$ cat src/rtl/vn_pkg.sv
package vn_pkg;

    localparam int COMP_W        = 24;
    localparam int SUM_W         = 2 * COMP_W;
    localparam int ROOT_W        = COMP_W;
    localparam int SQRT_STEPS    = SUM_W / 2;
    localparam int THRESH_W      = 32;
    localparam int FRAC_BITS_DEF = 16;

    localparam logic [THRESH_W-1:0] THRESH_RESET = 32'd429;

    typedef logic signed [COMP_W-1:0] comp_t;
    typedef logic [SUM_W-1:0]         sum_t;
    typedef logic [ROOT_W-1:0]        root_t;

    typedef struct packed {
        logic  zero;
        comp_t x;
        comp_t y;
        comp_t z;
    } vec_pay_t;

endpackage

$ cat src/rtl/vn_sqrt.sv
module vn_sqrt
    import vn_pkg::*;
(
    input  logic     clk,
    input  logic     en,
    input  sum_t     sum,
    input  vec_pay_t pay_in,
    output root_t    root,
    output vec_pay_t pay_out
);

    sum_t     n_reg    [1:SQRT_STEPS-1];
    sum_t     root_reg [1:SQRT_STEPS];
    vec_pay_t pay_reg  [1:SQRT_STEPS];

    // One digit of the root per stage, from the top bit pair down.
    for (genvar s = 0; s < SQRT_STEPS; s++) begin : g_step
        localparam sum_t BIT = SUM_W'(1) << (2 * (SQRT_STEPS - 1 - s));
        sum_t     n_cur;
        sum_t     r_cur;
        vec_pay_t p_cur;
        sum_t     trial;
        logic     ge;

        if (s == 0) begin : g_first
            assign n_cur = sum;
            assign r_cur = '0;
            assign p_cur = pay_in;
        end
        else begin : g_rest
            assign n_cur = n_reg[s];
            assign r_cur = root_reg[s];
            assign p_cur = pay_reg[s];
        end

        assign trial = r_cur + BIT;
        assign ge    = n_cur >= trial;

        always_ff @(posedge clk)
        begin
            if (en)
            begin
                root_reg[s+1] <= ge ? ((r_cur >> 1) + BIT) : (r_cur >> 1);
                pay_reg[s+1]  <= p_cur;
            end
        end

        if (s < SQRT_STEPS - 1) begin : g_rem
            always_ff @(posedge clk)
            begin
                if (en)
                begin
                    n_reg[s+1] <= ge ? (n_cur - trial) : n_cur;
                end
            end
        end
    end

    assign root    = root_reg[SQRT_STEPS][ROOT_W-1:0];
    assign pay_out = pay_reg[SQRT_STEPS];

endmodule

$ cat config.mk
export PLATFORM = sky130hd
export DESIGN_NAME = vn_sqrt
export DESIGN_NICKNAME = d
export VERILOG_FILES = /design/src/rtl/vn_pkg.sv /design/src/rtl/vn_sqrt.sv
export SDC_FILE = /design/constraint.sdc
export NUM_CORES = 2
export LEC_CHECK = 0
export BUFFER_PORTS_ARGS = -buffer_cell sky130_fd_sc_hd__buf_2
export CORE_MARGIN = 10
export CORE_UTILIZATION = 26
export CTS_CLUSTER_DIAMETER = 60
export DETAILED_ROUTE_END_ITERATION = 6
export PLACE_DENSITY_LB_ADDON = 0.2
export SYNTH_ARGS = -nofsm -noshare
export SYNTH_HDL_FRONTEND = slang
export SYNTH_SLANG_ARGS = --single-unit
$ cat constraint.sdc
create_clock -name clk -period 8.8 [get_ports clk]
set_clock_uncertainty 0.05 [all_clocks]
set_input_delay 0.44 -clock clk [delete_from_list [all_inputs] [get_ports clk]]
set_output_delay 0.44 -clock clk [all_outputs]
set_load 0.05 [all_outputs]
* Yosys cells after proc, flatten, opt, wreduce, memory -nomap -nowiden
Memory sizes are Yosys's and may differ from the RTL's.
Cells that the tools add are included.
** Storage, ports and cells
- Bits in registers :: 0
- RAM bits :: 4008
- Input bits :: 123
- Output and inout port bits :: 97
- Memories :: 3
** Operators by class
- $add $sub $neg :: 69
- Magnitude comparators :: 24
- Multiplexer cells :: 49
** Memories
- pay_reg :: words 24, width 73, rd ports 24, clocked after Yosys merged registers in 0, wr ports 24, line vn_sqrt.sv:14 : vec_pay_t pay_reg [1:SQRT_STEPS];
- root_reg :: words 24, width 48, rd ports 24, clocked after Yosys merged registers in 0, wr ports 24, line vn_sqrt.sv:13 : sum_t root_reg [1:SQRT_STEPS];
- n_reg :: words 23, width 48, rd ports 23, clocked after Yosys merged registers in 0, wr ports 23, line vn_sqrt.sv:12 : sum_t n_reg [1:SQRT_STEPS-1];
** Operators with widths (count)
- $mux 48 :: 46
- $ge 48x48->1 :: 23
- $sub 48x48->48 :: 22
- $add 47x1->48 const B :: 1
- $add 47x11->48 const B :: 1
- $add 47x13->48 const B :: 1
- $add 47x15->48 const B :: 1
- $add 47x17->48 const B :: 1
- $add 47x19->48 const B :: 1
- $add 47x21->48 const B :: 1
- $add 47x23->48 const B :: 1
- $add 47x25->48 const B :: 1
- $add 47x27->48 const B :: 1
- $add 47x29->48 const B :: 1
- $add 47x3->48 const B :: 1
- $add 47x31->48 const B :: 1
- $add 47x33->48 const B :: 1
- $add 47x35->48 const B :: 1
- $add 47x37->48 const B :: 1
- $add 47x39->48 const B :: 1
- $add 47x41->48 const B :: 1
- $add 47x43->48 const B :: 1
- $add 47x45->48 const B :: 1
- $add 47x5->48 const B :: 1
- other kinds (29) :: 30

* Longest topological paths before layout
An unclocked memory read counts as a cell.
- Depth in word-level cells :: 4
- Gate-level depth with buffers :: 14
- Gate-level depth less buffers :: 12

* Least setup slack after synthesis
Ideal clock, no wire load.
- Path type :: reg-to-reg
- Start :: register, netlist name n_reg[0][883]
- End :: register, netlist name n_reg[0][957]
- Setup time :: 0.271 ns
- Arrival time :: 2.973 ns
- Required time :: 8.479 ns
- Path slack :: 5.506 ns
- Cell stages (with the launch flop) :: 12
- Path through :: edfxtp_1 > ha_1 > and4_1 > and2_0 > a221oi_2 > o221ai_2 > a311o_1 > and2_0 > or4b_1 > buf_2 > nor4_1 > xor2_1

==> flow_summary.toml <==
[status]
status = "finished with violations"
violations = "DRC"

[global_routing]
grt_pass1_vias = 60900
grtUsageTotal_pct = 8.50
antenna_found_initial = 2
overflow = 0
grt_max_degree = 204
grt_pass1_wl_um = 337000

[worst_setup_path]
worstReg2RegEnd = "n_reg[0][1053]"
crit_buf_inv = 0
crit_path_max_incr_delay_ns = 1.02
r2r_setup_slack_ns = 4.54
ff2ff_path_depth = 10
r2r-start = "n_reg[0][969]"
critical_path.top_delay_family = "compound AO/OA/AOI/OAI gates"
cp-start-kind = "flop"
path_cells = "ha_1, o211ai_1, a21o_1, a21boi_0, o21ai_0, a31oi_1, a31oi_1, o32ai_1, nor4_1, xor2_1"
cp_max_fo = 9
crit_required_ns = 9.39
end_kind = "flop"
path_class = "reg -> reg"
cp_slowest_cell = "o32ai_1"
critPathArrivalTime_ns = 4.84
critPathMostFrequentCell = "a31oi_1"

[min_path]
min_path_cells = 2
worstHoldPathType = "in -> reg"
min_to = "pay_reg[0][84]"
holdCritStartpoint = "pay_in[11]"

[detailed_routing]
drc = 2
dr.pass1.iters = 7
antenna_left = 0
finalWirelength_um = 213000
via_count = 57700
wl_per_cell_um = 15.3
avgViaCountPerCell = 4.15
drtIter0Drc = 3676

[synthesis]
synthesis.instances = 6945
synth_edf_count = 3156
ys.flop_type = "edfxtp_1"
ys_async_sr_fraction_pct = 0
avgSynthCellArea_um2 = 17.1
yosys_warnings = 0
syn_area_um2 = 119000
yosysSeqAreaShare_pct = 79.6
synthesis.nets = 7390
synth_top_area_share_pct = 79.6
yosys.area.top_type = "edfxtp_1"
synth.area.top_cells = "edfxtp_1 80%, ha_1 3.4%, xnor2_1 1.9%, xor2_1 1.7%, inv_1 1.2%"
synth_seq_cells = 3156
synthDistinctLibCells = 86

[floorplanning]
dieArea_um2 = 485000
io_pins = 220
die_h_um = 697
start_util_pct = 26.1
core-area_um2 = 456000
row_count = 248
die_w_um = 697

[placed_design]
dp_worst_setup_slack_ns = 4.69
portBuffers = 219
placed_cell_area_um2 = 128000
gp_congestion = 0.851
dp_hpwl_um = 139000

[clocking]
clock_sinks = 3156
cts_resized = 0
htreeDepth = 5
clockBufferDepth = 4
cts-root-buf = "clkbuf_16"
path_clk_slew_ns = 0.06
clk_latency_ns = 0.94
cts_tree = "yes"
cts_buffers = 378

[cells_and_area]
final_area_um2 = 141000
final_cell_mix = "3156 x edfxtp_1, 391 x inv_1, 381 x clkbuf_16"
final_nets = 8065
largest_reg_flops = 1752
final_util_pct = 30.9
fill_cells = 44200
layout_commonest_cell = "edfxtp_1"
areaGrowthSynthToFinish_pct = 18.6
drive_gt1_share_pct = 11.2

[power_and_ir_drop]
seq_power_share_pct = 50.3
intPower_uw = 28500
p_clk_share_pct = 39.9
p_total_uw = 37600
ir_worst_vdd_v = 0.000170
swShare_pct = 24.4
pwr_density_cell_nw_per_um2 = 267
p_leak_uw = 0.0496
combPwrFrac_pct = 9.9
switching_power_uw = 9170

[sta]
fin_setup_tns_ns = 0
post-route-min-period_ns = 4.26
finalHoldViolCount = 0
setup_violations = 0
max_slew_margin_pct = 17.0
layout_setup_ws_ns = 4.54
grt_setup_unrepaired = "no"
worst_pin_slew_ns = 1.24
drv_slew = 0
clock.fmax_mhz = 235
finalCritPeriodShare_pct = 48.4

[run]
max_cap_violations = 0
-- power groups by stage --
stage	Combinational (µW)	Sequential [µW]	Clock [µW]
global route	4150	19100	16300
floorplan	2500	19000	0
detailed placement	3680	19200	0
CTS	3740	18900	15700
finish	3710	18900	15000
global placement	3600	19200	0
-- synthesized netlist by cell type, types with 32 or more instances --
library cell and instances:
ha_1 322, nor2_1 311, a31oi_1 33, nor4_1 178
nand3_1 87, nand2b_1 69, inv_1 391, clkbuf_1 77
mux2_2 32, o21a_1 44, or3_1 62, a21o_1 110
nor3_1 149, edfxtp_1 3156, xor2_1 227, o21ai_0 240
nand4_1 75, nor2b_1 40, a21oi_1 288, xnor2_1 256
nand2_1 355
-- worst max-delay path by stage --
stage	start	endpoint	cells after the start
floorplan	n_reg[0][883]	n_reg[0][957]	11
global placement	n_reg[0][784]	n_reg[0][850]	10
detailed placement	n_reg[0][969]	n_reg[0][1049]	10
CTS	n_reg[0][969]	n_reg[0][1049]	10
global route	n_reg[0][1060]	n_reg[0][1149]	10
finish	n_reg[0][969]	n_reg[0][1053]	10
-- layer usage --
metal / track usage (%) / routed length, µm / part of all wire [%] / up-vias
met1: 9.79 / 87100 / 41 / 27900
li1: - / - / - / 28100
met2: 15.0 / 106000 / 50 / 1185
met4: 3.99 / 10100 / 4.7 / 0
met5: 0 / 0 / 0 / -
met3: 1.93 / 10000 / 4.7 / 562
-- worst reg2reg max path: stages, from the launching register on --
cell	delay [ns]
edfxtp_1	0.40
ha_1	0.40
o211ai_1	0.15
a21o_1	0.21
a21boi_0	0.44
o21ai_0	0.29
a31oi_1	0.42
a31oi_1	0.20
o32ai_1	1.02
nor4_1	0.18
xor2_1	0.21
-- kinds of logic (layout without fill, tap and decap cells) --
family | after synthesis | after routing | share of synthesized area, %
DFF | 3156 | 3156 | 79.6
and+or+nand+nor | 1516 | 1516 | 6.54
AOI/OAI and AO/OA | 938 | 938 | 4.94
other | 0 | 2 | 0
buffers and inverters | 488 | 1455 | 1.56
adders and majority gates | 322 | 322 | 3.39
muxes | 42 | 42 | 0.387
xor gates and xnor gates | 483 | 483 | 3.55
-- metrics by stage --
step	instances	hold WS (ns)
6_report	13900	0.168
5_1_grt	13900	0.0681
4_1_cts	13900	0.0144
3_5_place_dp	13100	0.355
3_3_place_gp	13100	0.350
2_1_floorplan	6945	0.350
-- timing repair --
item                                    in CTS  in global routing
endpoints found under the hold margin      156                  0
hold buffers                               123                  0
buffers inserted                             0                  0
endpoints found under the setup margin       0                  0
-- layout make-up --
cell class | count | area, µm² | area share [%]
Timing Repair Buffer | 391 | 2840 | 2.01
Tap cell | 6000 | 7510 | 5.32
Clock buffer | 448 | 9790 | 6.93
Antenna cell | 2 | 5.00 | 0.00355
Inverter | 392 | 1470 | 1.04
Clock inverter | 224 | 2380 | 1.69
Multi-Input combinational cell | 3301 | 22400 | 15.9
Sequential cell | 3156 | 94800 | 67.1
Power figures use the tool's default switching activity.
