<file path="src/rtl/vn_pkg.sv">
package vn_pkg;

    localparam int COMP_W        = 24;
    localparam int SUM_W         = 2 * COMP_W;
    localparam int ROOT_W        = COMP_W;
    localparam int SQRT_STEPS    = SUM_W / 2;
    localparam int THRESH_W      = 32;
    localparam int FRAC_BITS_DEF = 16;

    localparam logic [THRESH_W-1:0] THRESH_RESET = 32'd429;

    typedef logic signed [COMP_W-1:0] comp_t;
    typedef logic [SUM_W-1:0]         sum_t;
    typedef logic [ROOT_W-1:0]        root_t;

    typedef struct packed {
        logic  zero;
        comp_t x;
        comp_t y;
        comp_t z;
    } vec_pay_t;

endpackage

</file>
<file path="src/rtl/vn_div_lane.sv">
module vn_div_lane
    import vn_pkg::*;
#(
    parameter int FRAC_BITS = FRAC_BITS_DEF
)
(
    input  logic  clk,
    input  logic  en,
    input  comp_t c,
    input  root_t m,
    input  logic  zero,
    output comp_t res,
    output logic  zero_out
);

    localparam int DW = ROOT_W + FRAC_BITS + 1;
    localparam int NS = FRAC_BITS + 2;
    localparam logic [FRAC_BITS:0] ONE = (FRAC_BITS + 1)'(1) << FRAC_BITS;

    logic [DW-1:0]      rem_reg  [0:FRAC_BITS];
    root_t              m_reg    [0:FRAC_BITS];
    logic [FRAC_BITS:0] q_reg    [0:NS-1];
    logic               sat_reg  [0:NS-1];
    logic               neg_reg  [0:NS-1];
    comp_t              c_reg    [0:NS-1];
    logic               zero_reg [0:NS-1];

    logic [COMP_W-1:0]  mag;
    logic [DW-1:0]      dividend;
    logic [FRAC_BITS:0] q_sat;
    logic [DW-1:0]      q_ext;
    logic [DW-1:0]      q_signed;

    assign mag      = c[COMP_W-1] ? COMP_W'(-c) : COMP_W'(c);
    assign dividend = DW'(mag) << FRAC_BITS;

    // A quotient of two or more can only saturate, so it is flagged up front
    // and only the bits from 2^FRAC_BITS down are developed.
    always_ff @(posedge clk)
    begin
        if (en)
        begin
            rem_reg[0]  <= dividend;
            m_reg[0]    <= m;
            q_reg[0]    <= '0;
            sat_reg[0]  <= dividend >= (DW'(m) << (FRAC_BITS + 1));
            neg_reg[0]  <= c[COMP_W-1];
            c_reg[0]    <= c;
            zero_reg[0] <= zero;
        end
    end

    for (genvar j = 0; j <= FRAC_BITS; j++) begin : g_bit
        localparam int K = FRAC_BITS - j;
        logic [DW-1:0]      sub;
        logic               ge;
        logic [FRAC_BITS:0] q_nx;

        assign sub = DW'(m_reg[j]) << K;
        assign ge  = rem_reg[j] >= sub;

        always_comb
        begin
            q_nx    = q_reg[j];
            q_nx[K] = ge;
        end

        always_ff @(posedge clk)
        begin
            if (en)
            begin
                q_reg[j+1]    <= q_nx;
                sat_reg[j+1]  <= sat_reg[j];
                neg_reg[j+1]  <= neg_reg[j];
                c_reg[j+1]    <= c_reg[j];
                zero_reg[j+1] <= zero_reg[j];
            end
        end

        if (j < FRAC_BITS) begin : g_carry
            always_ff @(posedge clk)
            begin
                if (en)
                begin
                    rem_reg[j+1] <= ge ? (rem_reg[j] - sub) : rem_reg[j];
                    m_reg[j+1]   <= m_reg[j];
                end
            end
        end
    end

    assign q_sat    = (sat_reg[NS-1] || (q_reg[NS-1] > ONE)) ? ONE : q_reg[NS-1];
    assign q_ext    = DW'(q_sat);
    assign q_signed = neg_reg[NS-1] ? (~q_ext + DW'(1)) : q_ext;
    assign res      = zero_reg[NS-1] ? c_reg[NS-1] : $signed(q_signed[COMP_W-1:0]);
    assign zero_out = zero_reg[NS-1];

endmodule

</file>
<file path="config.mk">
export PLATFORM = sky130hd
export DESIGN_NAME = vn_div_lane
export DESIGN_NICKNAME = d
export VERILOG_FILES = /design/src/rtl/vn_pkg.sv /design/src/rtl/vn_div_lane.sv
export SDC_FILE = /design/constraint.sdc
export NUM_CORES = 2
export LEC_CHECK = 0
export BUFFER_PORTS_ARGS = -buffer_cell sky130_fd_sc_hd__buf_2
export CORE_AREA = 2 2 487 489
export CTS_BUF_LIST = sky130_fd_sc_hd__clkbuf_4 sky130_fd_sc_hd__clkbuf_8
export CTS_CLUSTER_DIAMETER = 60
export CTS_CLUSTER_SIZE = 40
export DETAILED_ROUTE_END_ITERATION = 8
export DIE_AREA = 0 0 489 491
export GPL_TIMING_DRIVEN = 0
export PLACE_DENSITY = 0.46
export SYNTH_ARGS = -nofsm -noshare
export SYNTH_HDL_FRONTEND = slang
export SYNTH_SLANG_ARGS = --single-unit
</file>
<file path="constraint.sdc">
create_clock -name clk -period 6.5 [get_ports clk]
set_clock_uncertainty 0.15 [all_clocks]
set_input_delay 1.3 -clock clk [delete_from_list [all_inputs] [get_ports clk]]
set_output_delay 1.3 -clock clk [all_outputs]
set_load 0.02 [all_outputs]
</file>
[Yosys cells after proc, flatten, opt, wreduce, memory -nomap -nowiden]
Memory sizes are Yosys's and may differ from the RTL's.
Cells that the tools add are included.
Cells by class
  add/sub/neg operators: 18
  multiply operators: 0
  div/mod/pow operators: 0
  $lt $le $gt $ge: 19
  equality and inequality tests: 0
  shifts and indexed selects: 0
  mux-type cells: 22
  bitwise logic cells: 1
  reductions and logical operators: 1
Operator list (count)
  $mux W41: 16
  $mux W24: 3
  $ge A40 B41 Y1: 1
  $ge A41 B24 Y1: 1
  $ge A41 B25 Y1: 1
  $ge A41 B26 Y1: 1
  $ge A41 B27 Y1: 1
  $ge A41 B28 Y1: 1
  $ge A41 B29 Y1: 1
  $ge A41 B30 Y1: 1
  $ge A41 B31 Y1: 1
  $ge A41 B32 Y1: 1
  $ge A41 B33 Y1: 1
  $ge A41 B34 Y1: 1
  $ge A41 B35 Y1: 1
  $ge A41 B36 Y1: 1
  $ge A41 B37 Y1: 1
  $ge A41 B38 Y1: 1
  $ge A41 B39 Y1: 1
  $ge A41 B40 Y1: 1
  $sub A41 B25 Y41: 1
  $sub A41 B26 Y41: 1
  $sub A41 B27 Y41: 1
  $sub A41 B28 Y41: 1
  other kinds (19): 20
Word-level totals
  bits in registers: 0
  bits in latches: 0
  memory bits (writable): 1897
  bits in read-only memories: 0
  bits of input ports: 51
  output and inout bits: 25
  logic and storage cells: 68
  memories: 7
Memory list
  rem_reg: words 17, width 41, rd ports 17, clocked after memory_dff 0, write ports 17, RTL line vn_div_lane.sv:20  | logic [DW-1:0] rem_reg [0:FRAC_BITS];
  c_reg: words 18, width 24, rd ports 18, clocked after memory_dff 0, write ports 18, RTL line vn_div_lane.sv:25  | comp_t c_reg [0:NS-1];
  m_reg: words 17, width 24, rd ports 17, clocked after memory_dff 0, write ports 17, RTL line vn_div_lane.sv:21  | root_t m_reg [0:FRAC_BITS];
  q_reg: words 18, width 17, rd ports 18, clocked after memory_dff 0, write ports 18, RTL line vn_div_lane.sv:22  | logic [FRAC_BITS:0] q_reg [0:NS-1];
  neg_reg: words 18, width 1, rd ports 18, clocked after memory_dff 0, write ports 18, RTL line vn_div_lane.sv:24  | logic neg_reg [0:NS-1];
  sat_reg: words 18, width 1, rd ports 18, clocked after memory_dff 0, write ports 18, RTL line vn_div_lane.sv:23  | logic sat_reg [0:NS-1];
  1 more memories

[Longest topological paths before layout]
An unclocked memory read counts as a cell.
  depth after elaboration: 8
  depth in mapped cells: 15
  gate-level depth less buffers: 15

[Worst setup path after synthesis]
No wires, ideal clock.
  path type: register to output
  start point: memory q_reg[17][4] (netlist bit)
  end point: output res[4]
  data arrival time: 3.398 ns
  data required time: 5.050 ns
  path slack: 1.652 ns
  stages on the path, launching flop included: 11
  path buffers: 0
  cells stage by stage: edfxtp_1 or4_1 or4b_2 nand3b_1 a21oi_1 nand2_1 ha_1 nand2_1 nand2_1 xnor2_1 o21ai_0
RTL lines
  from (decl): RTL line vn_div_lane.sv:22
  to (decl): RTL line vn_div_lane.sv:12  | output comp_t res,

==> flow_summary.yaml <==
run_status:
  run_status: "complete, no violations"
sta:
  max_freq_ghz: 0.162
  setup_violations: 0
  finalSetupTns_ns: 0
  min_period_ns: 6.18
  relSlewSlack_pct: 24.5
  timing.final.crit_share_pct: 95.1
  drv_slew: 0
  fin_ws_ns: 0.315
  hold_violations: 0
  grt_setup_unrepaired: "false"
  tightest_slew_ns: 1.12
finish:
  largest_reg_flops: 543
  final_nets: 7033
  drive_gt1_share_pct: 6.95
  fin_util_pct: 36.4
  final_cells: 9812
  finalInstanceArea_mm2: 0.0854
  syn2layout_area_growth_pct: 10.8
placement:
  placed_cells: 9532
  dp_hpwl_mm: 140
  dp_slack_ns: 0.707
  port_buffers: 75
  postPlaceCellArea_mm2: 0.0817
  gp_congestion: 0.899
logic_synthesis:
  ys_async_sr_fraction_pct: 0
  ys.flop_type: "edfxtp_1"
  synth_area_per_cell_um2: 12.2
  synth_cell_types: 82
  yosysSeqAreaShare_pct: 61.3
  synthCells: 6294
  netlist_area_mm2: 0.0770
  synth-edff-count: 1572
  ys_warn_count: 0
  synth_fp_nets: 6793
  ys_ff_latch: 1572
route:
  via_per_inst: 4.92
  wl_per_cell_um: 18.7
  drtPass1Iterations: 5
  postRouteAntennaNets: 0
  dr_wl_met3_mm: 7.94
  top_layer_used: "met4"
  drtIter0Drc: 3411
  drc: 0
  wl_met2_mm: 88.4
  wl_met1_mm: 80.5
  vias: 48300
  routed_wl_mm: 184
die:
  fp.coreArea_mm2: 0.235
  initial_utilization_pct: 32.8
  die_y_um: 491
  dieArea_mm2: 0.240
  rows: 178
  die_x_um: 489
  ios: 76
pwr:
  switchingPower_w: 0.0122
  seq_power_share_pct: 44.6
  swShare_pct: 36.6
  vdd_drop_max_uv: 191
  cellLeakagePower_nw: 31.9
  power.density_mw_per_mm2: 390
  internal_power_w: 0.0211
  clkPwrFrac_pct: 21.0
  pwr-share-comb_pct: 34.4
global_route:
  grt_max_degree: 182
  grt_usage_pct: 15.0
  grt.overflow.total: 0
  grt_pass1_wl_mm: 280
  grt_pass1_vias: 47500
  antenna_found_initial: 11
critical_path:
  cp.required_ns: 5.05
  timing.rr.start: "m_reg[0][97]"
  cp-end-kind: "output pin"
  crit_fanout: 5
  critPathKind: "reg -> out"
  r2r_setup_slack_ns: 1.08
  cp-startpoint: "q_reg[17][2]"
  worstSetupStartpointType: "flop"
  crit_arrival_ns: 4.73
hold_path:
  min_from: "c_reg[11][22]"
  hold_class: "reg -> reg"
clocking:
  cts_buffer_depth: 3
  root_buffer: "clkbuf_8"
  h-tree-depth: 4
  cts_tree: "built"
  postCtsHoldBufs: 0
  clk_latency_ns: 0.95
  clkTransAtPathRegs_ns: 0.10
  cts_made_buffers: 149
  cts.sinks: 1572
run:
  max_cap_violations: 0
-- path summary, 6_finish.rpt --
kind	to	cells past startpoint
max	res[8]	12
max reg2reg	rem_reg[0][234]	12
min reg2reg	c_reg[12][22]	0
min	c_reg[12][22]	0
-- layout by cell type (no fill, tap or decap), types with 61 or more instances in the layout --
| cell type | n |
|---|---|
| a21o_1 | 176 |
| a21oi_1 | 421 |
| buf_2 | 77 |
| clkbuf_1 | 128 |
| clkbuf_8 | 154 |
| edfxtp_1 | 1572 |
| ha_1 | 432 |
| inv_1 | 565 |
| nand2_1 | 511 |
| nand2b_1 | 83 |
| nand3_1 | 98 |
| nand4_1 | 76 |
| nor2_1 | 345 |
| nor3_1 | 119 |
| nor4_1 | 61 |
| o21a_1 | 73 |
| o21ai_0 | 433 |
| o31ai_1 | 73 |
| xnor2_1 | 227 |
| xor2_1 | 222 |
-- power by group through the flow --
| stage | Combinational, W | Sequential (W) | Clock (W) |
|---|---|---|---|
| after floorplan | 0.00849 | 0.0145 | 0 |
| after CTS | 0.0115 | 0.0149 | 0.00736 |
| after detailed placement | 0.0114 | 0.0151 | 0 |
| after global routing | 0.0129 | 0.0151 | 0.00770 |
| after global placement | 0.0114 | 0.0156 | 0 |
| final | 0.0114 | 0.0149 | 0.00698 |
-- cell families after synthesis --
family                   count (synthesis)  share of synthesized area (%)
AND/OR/NAND/NOR                       1561                           9.77
multiplexers                            51                          0.744
buffers and inverters                  706                           3.48
XOR/XNOR                               449                           5.11
flip-flops                            1572                           61.3
adder cells (fa/ha/maj)                448                           7.43
AO/OA/AOI/OAI                         1507                           12.2
-- layer usage --
metal	GRT usage, %	vias to the layer above
met5	0	-
met4	5.70	0
met3	2.38	283
met2	25.2	995
met1	19.4	23300
li1	-	23700
-- Yosys cell counts (13+ instances only) --
cell type	n	area share (%)
nor3_1	119	0.77
and3_1	32	0.26
and2_1	27	0.22
o21a_1	73	0.71
nand3_1	98	0.64
nand2b_1	83	0.67
nand4_1	76	0.62
a2111oi_0	16	0.18
or2_2	17	0.14
o21bai_1	42	0.41
o41ai_1	16	0.18
clkbuf_1	128	0.62
a211oi_1	37	0.36
a21boi_0	17	0.17
xnor2_1	227	2.6
mux2_2	50	0.73
a21o_1	176	1.7
or4_1	24	0.23
or3_1	47	0.38
xor2_1	222	2.5
nand2_1	511	2.5
o211ai_1	26	0.25
o31ai_1	73	0.71
o21ai_0	434	2.8
inv_1	565	2.8
a21oi_1	423	2.7
nor4_1	61	0.50
nor2b_1	60	0.49
nor2_1	345	1.7
a31oi_1	32	0.26
o2111ai_1	13	0.15
ha_1	432	7.0
edfxtp_1	1572	61
fa_1	16	0.42
-- area by class of cell --
class	instances	area [um^2]
Fill cell	23000	149000
Sequential cell	1572	47200
Multi-Input combinational cell	4016	27200
Tap cell	3150	3940
Clock buffer	164	2190
Inverter	566	2120
Clock inverter	111	1450
Timing Repair Buffer	89	719
Buffer	140	559
Antenna cell	4	10.0
-- worst max-delay path, cell delays in order, from the launching register on --
cell and delay (ns):
edfxtp_1 0.50, or4_1 0.62, or4b_2 0.74, nand3b_1 0.30, a21oi_4 0.25, nand2_1 0.10
ha_1 0.29, nand2_1 0.17, nand2_1 0.14, o21ai_0 0.11, a21oi_1 0.08, a21oi_1 0.29
buf_2 0.23
-- metrics by stage --
stage	power, W	hold WS [ns]
after floorplan	0.0230	0.250
after global placement	0.0270	0.251
after detailed placement	0.0265	0.255
after CTS	0.0337	0.242
after global routing	0.0356	0.249
final	0.0333	0.256
-- repair_timing --
| item | 4_1_cts | 5_1_grt |
|---|---|---|
| endpoints found under the setup margin | 7 | 4 |
| endpoints found under the hold margin | 0 | 0 |
| pin swaps | 0 | 1 |
| buffers inserted | 0 | 1 |
| gates resized for setup | 4 | 0 |
Power figures use the tool's default switching activity.
